===== config.mk =====
export PLATFORM = sky130hd
export DESIGN_NAME = division_magic_inverse
export DESIGN_NICKNAME = d
export VERILOG_FILES = /design/src/rtl/dmi_pkg.sv /design/src/rtl/dmi_msb_search.sv /design/src/rtl/dmi_divider.sv /design/src/rtl/division_magic_inverse.sv
export SDC_FILE = /design/constraint.sdc
export NUM_CORES = 1
export LEC_CHECK = 0
export BUFFER_PORTS_ARGS = -buffer_cell sky130_fd_sc_hd__buf_2
export CORE_MARGIN = 4
export CORE_UTILIZATION = 50
export DETAILED_ROUTE_END_ITERATION = 12
export PLACE_DENSITY = 0.68
export SLEW_MARGIN = 20
export SYNTH_ARGS = -nofsm -noshare
export SYNTH_HDL_FRONTEND = slang
export SYNTH_HIERARCHICAL = 1
export SYNTH_SLANG_ARGS = --single-unit

===== constraint.sdc =====
create_clock -name clk -period 5.4 [get_ports clk]
set_input_delay 1.62 -clock clk [delete_from_list [all_inputs] [get_ports clk]]
set_output_delay 1.62 -clock clk [all_outputs]
set_load 0.03 [all_outputs]

===== src/rtl/dmi_pkg.sv =====
// Shared types and constants for the division_magic_inverse block.
// No dependencies; imported by every RTL module of the block.
package dmi_pkg;

    localparam int DIVISOR_BITS = 64;
    localparam int K_BITS       = 7;
    localparam int K_LSB        = DIVISOR_BITS;
    localparam int ERR_LSB      = DIVISOR_BITS + K_BITS;
    localparam int S_TDATA_BITS = 72;
    localparam int M_TDATA_BITS = 72;

    // Status of an iterative unit: working, and finishing in this cycle.
    typedef struct packed {
        logic busy;
        logic done;
    } unit_status_t;

    // Launch request for the divider.
    typedef struct packed {
        logic              start;
        logic [K_BITS-1:0] steps;
    } div_ctrl_t;

endpackage


===== src/rtl/dmi_msb_search.sv =====
// Leading-bit search: grows a run of ones one bit per cycle until it covers b - 1.
// Depends on dmi_pkg.
module dmi_msb_search #(
    parameter int WORD_BITS = 64
) (
    input  logic                       clk,
    input  logic                       rst_n,
    input  logic                       start,
    input  logic [WORD_BITS-1:0]       divisor,
    output dmi_pkg::unit_status_t      status,
    output logic [WORD_BITS-1:0]       ones,
    output logic [dmi_pkg::K_BITS-1:0] shift_count
);
    import dmi_pkg::*;

    localparam logic [K_BITS-1:0] N_MAX = K_BITS'(WORD_BITS);

    logic                 busy_reg;
    logic [WORD_BITS-1:0] rem_reg;
    logic [WORD_BITS-1:0] bm1_reg;
    logic [K_BITS-1:0]    n_reg;
    logic                 stop;

    assign stop = (rem_reg >= bm1_reg) || (n_reg == N_MAX);

    always_ff @(posedge clk or negedge rst_n)
    begin
        if (!rst_n)
        begin
            busy_reg <= 1'b0;
        end
        else if (start)
        begin
            busy_reg <= 1'b1;
        end
        else if (busy_reg && stop)
        begin
            busy_reg <= 1'b0;
        end
    end

    always_ff @(posedge clk)
    begin
        if (start)
        begin
            rem_reg <= WORD_BITS'(1);
            n_reg   <= K_BITS'(1);
            bm1_reg <= divisor - WORD_BITS'(1);
        end
        else if (busy_reg && !stop)
        begin
            // append one more bit to the run of ones
            rem_reg <= {rem_reg[WORD_BITS-2:0], 1'b1};
            n_reg   <= n_reg + K_BITS'(1);
        end
    end

    assign status.busy = busy_reg;
    assign status.done = busy_reg && stop;
    assign ones        = rem_reg;
    assign shift_count = n_reg;

endmodule


===== src/rtl/dmi_divider.sv =====
// Restoring divider: one quotient bit per cycle into a quotient shift register.
// Depends on dmi_pkg.
module dmi_divider #(
    parameter int WORD_BITS = 64
) (
    input  logic                  clk,
    input  logic                  rst_n,
    input  dmi_pkg::div_ctrl_t    ctrl,
    input  logic [WORD_BITS-1:0]  divisor,
    input  logic [WORD_BITS-1:0]  init_rem,
    output dmi_pkg::unit_status_t status,
    output logic [WORD_BITS-1:0]  quotient
);
    import dmi_pkg::*;

    logic                 busy_reg;
    logic [K_BITS-1:0]    count_reg;
    logic [WORD_BITS:0]   rem_reg;
    logic [WORD_BITS-1:0] quo_reg;
    logic                 ge;
    logic [WORD_BITS:0]   diff;
    logic [WORD_BITS:0]   rem_next;
    logic [WORD_BITS-1:0] quo_next;
    logic                 last;

    // The remainder stays below twice the divisor, so one subtract per step suffices
    // and the restored value always fits back into WORD_BITS bits before the shift.
    assign ge       = rem_reg >= {1'b0, divisor};
    assign diff     = rem_reg - {1'b0, divisor};
    assign rem_next = {(ge ? diff[WORD_BITS-1:0] : rem_reg[WORD_BITS-1:0]), 1'b1};
    assign quo_next = {quo_reg[WORD_BITS-2:0], ge};
    assign last     = (count_reg == '0);

    always_ff @(posedge clk or negedge rst_n)
    begin
        if (!rst_n)
        begin
            busy_reg  <= 1'b0;
            count_reg <= '0;
        end
        else if (ctrl.start)
        begin
            busy_reg  <= 1'b1;
            count_reg <= ctrl.steps;
        end
        else if (busy_reg)
        begin
            if (last)
            begin
                busy_reg <= 1'b0;
            end
            else
            begin
                count_reg <= count_reg - K_BITS'(1);
            end
        end
    end

    always_ff @(posedge clk)
    begin
        if (ctrl.start)
        begin
            rem_reg <= {1'b0, init_rem};
            quo_reg <= '0;
        end
        else if (busy_reg)
        begin
            rem_reg <= rem_next;
            quo_reg <= quo_next;
        end
    end

    assign status.busy = busy_reg;
    assign status.done = busy_reg && last;
    assign quotient    = quo_reg;

endmodule


===== src/rtl/division_magic_inverse.sv =====
// division_magic_inverse: for an unsigned divisor b and dividend width k, returns the
// shift n (smallest n >= 1 with 2^n >= b) and the inverse d = 1 + floor((2^(n+k)-1)/b)
// modulo 2^WORD_BITS; a zero divisor gives divide_error = 1, inverse 0, n = WORD_BITS.
// One item at a time (k saturated to WORD_BITS): the leading-bit search advances one bit
// per cycle, the restoring divider produces one quotient bit per cycle, and the finish
// state applies the final increment and transfers the result into the output register,
// holding while that register is not free; a zero divisor goes straight to the finish.
// A finished result waits in the output register while the next item is taken.
// Depends on dmi_pkg, dmi_msb_search and dmi_divider.
module division_magic_inverse #(
    parameter int WORD_BITS = 64
) (
    input  logic                             clk,
    input  logic                             rst_n,
    input  logic                             s_tvalid,
    output logic                             s_tready,
    // fields from bit 0: divisor[63:0], dividend_bits[70:64], zero pad[71]
    input  logic [dmi_pkg::S_TDATA_BITS-1:0] s_tdata,
    output logic                             m_tvalid,
    input  logic                             m_tready,
    // fields from bit 0: inverse[63:0], shift_count[70:64], divide_error[71]
    output logic [dmi_pkg::M_TDATA_BITS-1:0] m_tdata
);
    import dmi_pkg::*;

    localparam logic [K_BITS-1:0] N_MAX = K_BITS'(WORD_BITS);

    typedef enum logic [1:0] {
        ST_IDLE,
        ST_SEARCH,
        ST_DIVIDE,
        ST_FINISH
    } state_t;

    state_t                  state_reg;
    logic                    m_tvalid_reg;
    logic [M_TDATA_BITS-1:0] m_tdata_reg;
    logic [WORD_BITS-1:0]    b_reg;
    logic [K_BITS-1:0]       k_reg;
    logic [K_BITS-1:0]       n_reg;
    logic                    err_reg;

    logic                    s_accept;
    logic [WORD_BITS-1:0]    div_in;
    logic [K_BITS-1:0]       k_in;
    logic [K_BITS-1:0]       k_sat;
    logic                    b_zero;
    logic                    out_free;
    logic                    out_load;
    unit_status_t            srch_status;
    unit_status_t            div_status;
    div_ctrl_t               div_ctrl;
    logic [WORD_BITS-1:0]    srch_ones;
    logic [K_BITS-1:0]       srch_n;
    logic [WORD_BITS-1:0]    quotient;
    logic [WORD_BITS-1:0]    inverse;

    assign s_tready = (state_reg == ST_IDLE);
    assign s_accept = s_tvalid && s_tready;
    assign div_in   = s_tdata[WORD_BITS-1:0];
    assign k_in     = s_tdata[K_LSB +: K_BITS];
    assign k_sat    = (k_in > N_MAX) ? N_MAX : k_in;
    assign b_zero   = (div_in == '0);
    assign out_free = !m_tvalid_reg || m_tready;
    assign out_load = (state_reg == ST_FINISH) && out_free;
    assign inverse  = quotient + WORD_BITS'(1);

    assign div_ctrl.start = srch_status.done;
    assign div_ctrl.steps = k_reg;

    dmi_msb_search #(
        .WORD_BITS (WORD_BITS)
    ) u_search (
        .clk         (clk),
        .rst_n       (rst_n),
        .start       (s_accept && !b_zero),
        .divisor     (div_in),
        .status      (srch_status),
        .ones        (srch_ones),
        .shift_count (srch_n)
    );

    dmi_divider #(
        .WORD_BITS (WORD_BITS)
    ) u_divider (
        .clk      (clk),
        .rst_n    (rst_n),
        .ctrl     (div_ctrl),
        .divisor  (b_reg),
        .init_rem (srch_ones),
        .status   (div_status),
        .quotient (quotient)
    );

    always_ff @(posedge clk or negedge rst_n)
    begin
        if (!rst_n)
        begin
            state_reg    <= ST_IDLE;
            m_tvalid_reg <= 1'b0;
            m_tdata_reg  <= '0;
            b_reg        <= '0;
            k_reg        <= '0;
            n_reg        <= '0;
            err_reg      <= 1'b0;
        end
        else
        begin
            if (out_load)
            begin
                m_tvalid_reg <= 1'b1;
            end
            else if (m_tready)
            begin
                m_tvalid_reg <= 1'b0;
            end
            unique case (state_reg)
                ST_IDLE:
                begin
                    if (s_accept)
                    begin
                        b_reg     <= div_in;
                        k_reg     <= k_sat;
                        err_reg   <= b_zero;
                        state_reg <= b_zero ? ST_FINISH : ST_SEARCH;
                    end
                end
                ST_SEARCH:
                begin
                    if (srch_status.done)
                    begin
                        n_reg     <= srch_n;
                        state_reg <= ST_DIVIDE;
                    end
                end
                ST_DIVIDE:
                begin
                    if (div_status.done)
                    begin
                        state_reg <= ST_FINISH;
                    end
                end
                ST_FINISH:
                begin
                    // hold until the output register is free
                    if (out_free)
                    begin
                        if (err_reg)
                        begin
                            m_tdata_reg <= {1'b1, N_MAX, DIVISOR_BITS'(0)};
                        end
                        else
                        begin
                            m_tdata_reg <= {1'b0, n_reg, DIVISOR_BITS'(inverse)};
                        end
                        state_reg <= ST_IDLE;
                    end
                end
                default:
                begin
                    state_reg <= ST_IDLE;
                end
            endcase
        end
    end

    assign m_tvalid = m_tvalid_reg;
    assign m_tdata  = m_tdata_reg;

endmodule


# --- Word level (Yosys, flattened, before mapping) ---
# Cells that the tools add are included.
word_totals:
  regBits: 425
  word_cells: 76
op_classes:
  add_sub_neg: 5
  magnitude_cmp: 3
  n_eq_ne: 9
  muxes: 21
  n_reduce_logical: 22
ops:
  columns: ["operator", "count"]
  rows:
  - ["64-bit two-way mux", 3]
  - ["72-bit two-way mux", 1]
  - ["65-bit by 64-bit >= comparator with 1-bit output", 1]
  - ["64-bit by 1-bit adder with 64-bit output, second input constant", 1]
  - ["64-bit >= comparator", 1]
  - ["64-bit logical NOT", 1]
  - ["64-bit by 1-bit subtractor with 64-bit output, second input constant", 1]
  - ["64-bit subtractor", 1]
  - ["7-bit two-way mux", 4]
  - ["2-bit two-way mux", 5]
  - ["2-bit != test, second input constant", 4]
  - ["2-bit case mux with 4 select lines", 1]
  - ["2-bit AND reduction", 4]
  - ["7-bit by 1-bit adder with 7-bit output, second input constant", 1]
  - ["7-bit equality test, second input constant", 1]
  - ["7-bit greater-than comparator, second input constant", 1]
  - ["7-bit logical NOT", 1]
  - ["1-bit two-way mux", 7]
  - ["7-bit by 1-bit subtractor with 7-bit output, second input constant", 1]
  - ["1-bit logical AND", 6]
  - ["2-bit nonzero test", 3]
  - ["2-bit equality test, second input constant", 2]
  - ["4-bit AND reduction", 1]
  - ["1-bit logical NOT", 3]
  - ["4 further kinds", 5]

# --- Longest topological paths before layout ---
logic_depth:
  word_depth: 5
  mapped_depth: 17
  depth_no_buf: 16

# --- Modules after synthesis ---
# The synthesis kept the hierarchy.
modules_own_cells:
  columns: ["mod", "instances", "cells_each", "area_each_um2", "seq_area_each_um2"]
  rows:
  - ["dmi_divider", 1, 1162, 10107.2, 3423.3]
  - ["division_magic_inverse", 1, 680, 7231.9, 3853.7]
  - ["dmi_msb_search", 1, 712, 7220.7, 3348.2]

# --- Least setup slack after synthesis ---
# No wires, ideal clock.
synth_timing:
  path_type: "in2reg"
  from: "in s_tvalid"
  to: "reg u_search.rem_reg[10] (netlist: u_search/ones[10])"
  setup_ns: 0.128
  t_arrival_ns: 5.625
  required_time_ns: 5.272
  setup_slack_ns: -0.353
  path_stages: 7
  cell_sequence: "nand2_1 buf_1 clkbuf_1 nor2_1 buf_1 clkbuf_1 nor2_1"
synth_between:
  elab_chain_cells: 2
synth_rtl:
  columns: ["item", "line_no", "text"]
  rows:
  - ["start, declared", "division_magic_inverse.sv:15", "input logic s_tvalid,"]
  - ["1-bit logical AND", "division_magic_inverse.sv:59", "assign s_accept = s_tvalid && s_tready;"]
  - ["1-bit logical AND", "division_magic_inverse.sv:76", ".start (s_accept && !b_zero),"]
  - ["end signal, assigned", "dmi_msb_search.sv:53", "rem_reg <= {rem_reg[WORD_BITS-2:0], 1'b1};"]
  - ["end, declared", "dmi_msb_search.sv:19", "logic [WORD_BITS-1:0] rem_reg;"]
# No other way between the ends.
# A chain may end at the register's enable or synchronous reset.

# --- Worst setup path after layout ---
layout_timing:
  from: "reg u_divider.rem_reg[1]"
  to: "reg u_divider.rem_reg[47] (data pin)"
layout_between:
  elab_chain_cells: 4
layout_rtl:
  columns: ["item", "line_no", "text"]
  rows:
  - ["start, declared", "dmi_divider.sv:18", "logic [WORD_BITS:0] rem_reg;"]
  - ["start signal, assigned", "dmi_divider.sv:63", "rem_reg <= {1'b0, init_rem};"]
  - ["start signal, assigned", "dmi_divider.sv:68", "rem_reg <= rem_next;"]
  - ["64-bit subtractor / 65-bit by 64-bit >= comparator with 1-bit output (equally long branches)", "dmi_divider.sv:29, dmi_divider.sv:28", null]
  - ["64-bit two-way mux (*)", "dmi_divider.sv:30", "assign rem_next = {(ge ? diff[WORD_BITS-1:0] : rem_reg[WORD_BITS-1:0]), 1'b1};"]
  - ["64-bit two-way mux (*)", "dmi_divider.sv:66", "else if (busy_reg)"]
  - ["64-bit two-way mux (*)", "dmi_divider.sv:61", "if (ctrl.start)"]
# Every way passes the cells marked *; elsewhere a longest branch is shown, timed or not. The select of a mux whose other input is x is not followed.

==> metrics.md <==
| Metric | Value |
|---|---|
| Status | finished clean |
| Final hold vios | 0 |
| Startpoint Class | flip-flop |
| Routed vias | 19019 |
| CTS clock-pin slew for the worst setup and hold paths | ~0.060 ns |
| Worst EP required | between 5 and 6 ns |
| Htree depth | 2 |
| Power share of the combinational group | between 50% and 60% |
| Pin count of the biggest net entering global routing | 166 |
| Starting Density | 51.0% |
| Clock power share | 19.2% |
| Peak Freq | 224 MHz |
| # nets final | 2867 |
| Number of global-route vias before repair | 18569 |
| Switching power | roughly 0.0073 W |
| Num CTS Buffers | between 40 and 50 |
| Dpl cell area | 26000 sq um |
| Post_cts resized | 0 |
| CTS tree | built |
| DIE HEIGHT | 230 um |
| Pwr per Cell Area | 642 nW/um^2 |
| Avg Inst Size Synth | 9.62 sq um |
| Least-Margin Pin Slew | 1.06 ns |
| Drt pass-1 iters | 5 |
| Max-Cap Viols | 0 |
| Most frequent cells in the layout | nand2_1 (245), nor2_1 (205), inv_1 (167) |
| Via-per-instance ratio | roughly 5.7 |
| Crit path max fanout | 31 |
| Max_slew headroom | 28.8% |
| Die Footprint | about 53000 sq um |
| Mapped Area | 24500 sq um |
| Worst path arrival time | roughly 4.8 ns |
| Gp weighted congestion | 0.915 |
| Die width | 230 um |
| CTS Root Cell | clkbuf_16 |
| Area Overhead vs Synth | 12.6% |
| Design Area, Final | 27600 sq um |
| Worst min path class | reg -> reg |
| Initial drt markers | 1220 |
| Antenna violations before repair | 0 |
| Int Pwr | roughly 0.010 W |
| Final Max Slew Viols | 0 |
| Mapped Cells | 2552 |
| Clk buf depth | 3 |
| Drt drc | 0 |
| Worst-Skew Late Latency | 0.60 ns |
| Sw Share | 41.1% |
| Final setup skew | 0.0214 ns |
| Core area | 48100 sq um |
| WHS Path Cells | 2 |
| DRT antenna net count | 0 |
| GR Overflow Total | 0 |
| Yosys warns | 6 |
| Global-route wire length before repair | 96.5 mm |
| Detail Placement HPWL | around 43 mm |
| Clock Sinks | 426 |
| Max reg flops | 72 |
| Unrepaired setup endpoints after global routing | false |
| Hold Buf Count CTS | 0 |
| Crit Path Class | reg -> reg |
| Tot GR Track Use | about 22% |
| Lkg Pwr | 11.7 nW |
| Post-Route WL | 60.0 mm |
| Post-CTS setup repair buffer count | 0 |
| Buffers on Ports | 148 |
| Sequential share of power | between 30% and 40% |
| Reg2reg path depth | 14 |
| Fin Setup TNS | 0 ns |
| Share of layout cells above drive strength 1 | 14.1% |
| Endpoint class of the critical path | flip-flop |
| # setup viols final | 0 |
| Maximum VDD drop | 302 uV |
| Final period util | between 80 and 90% |
| Syn Nets | 2767 |
| Num ports | 150 |
| DR WL/cell | 17.9 um |
| Row count | 80 |
| Post-route minimum period | ~4.5 ns |
| Most common cell after layout, fill and taps aside | nand2_1 |
-- metrics by stage --
step | util [%] | setup slack, ns | hold WS, ns | power [W] | std cells
floorplan | - | 0.701 | 0.450 | 0.0121 | 2552
global placement | 53.9 | 0.483 | 0.456 | 0.0140 | 3259
detailed placement | 53.9 | 0.461 | 0.463 | 0.0142 | 3259
CTS | 57.4 | 0.950 | 0.475 | 0.0177 | 3347
global route | 57.4 | 0.688 | 0.490 | 0.0190 | 3347
finish | 57.4 | 0.933 | 0.470 | 0.0177 | 3348
-- metal layers --
metal  up-vias  wire [um]  GRT usage (%)  part of all wire [%]
met3        75       3230           3.49                   5.4
met2       517      27600           36.0                    46
met4         0       1280           6.31                   2.1
li1       9288          -              -                     -
met1      9139      27900           30.9                    46
met5         -          0              0                     0
-- cell type report --
class | instances | area [sq um]
diodes | 1 | 2.50
repair buffers | 180 | 1090
multi-input cells | 1830 | 12800
flip-flops and latches | 426 | 10600
clock inverters | 29 | 317
well taps | 656 | 821
inverters | 167 | 627
fillers | 4178 | 20500
clock buffers | 59 | 1360
-- path summary, 6_finish.rpt --
kind                                            from                     to  slack, ns
worst max-delay path            u_divider/rem_reg[1]  u_divider/rem_reg[47]       0.93
worst min-delay path                     m_tdata[50]            m_tdata[50]       0.47
worst max register to register  u_divider/rem_reg[1]  u_divider/rem_reg[47]       0.93
worst min register to register           m_tdata[50]            m_tdata[50]       0.47
max in group asynchronous                      rst_n               b_reg[0]       3.40
min in group asynchronous                      rst_n             m_tdata[5]       1.12
-- critical path: stages, from the launching register on --
cell and delay [ns]:
edfxtp_1 0.43, ha_1 0.33, nor2b_2 0.16, o2111ai_1 0.19, a21oi_1 0.25, o21ai_1 0.15
a2111oi_4 0.42, o31ai_2 0.18, o31ai_4 0.30, a41oi_2 0.25, o211a_1 0.32, o41a_2 0.58
buf_4 0.31, nor3_1 0.23, a221oi_1 0.07
-- power groups by stage --
stage	Clock, W	Sequential, W	Combinational (W)
3_5_place_dp	0	0.00545	0.00878
4_1_cts	0.00349	0.00540	0.00885
2_1_floorplan	0	0.00543	0.00671
6_report	0.00341	0.00541	0.00892
5_1_grt	0.00363	0.00553	0.00985
3_3_place_gp	0	0.00541	0.00857
Note: power is estimated with default switching activity, not from simulation.
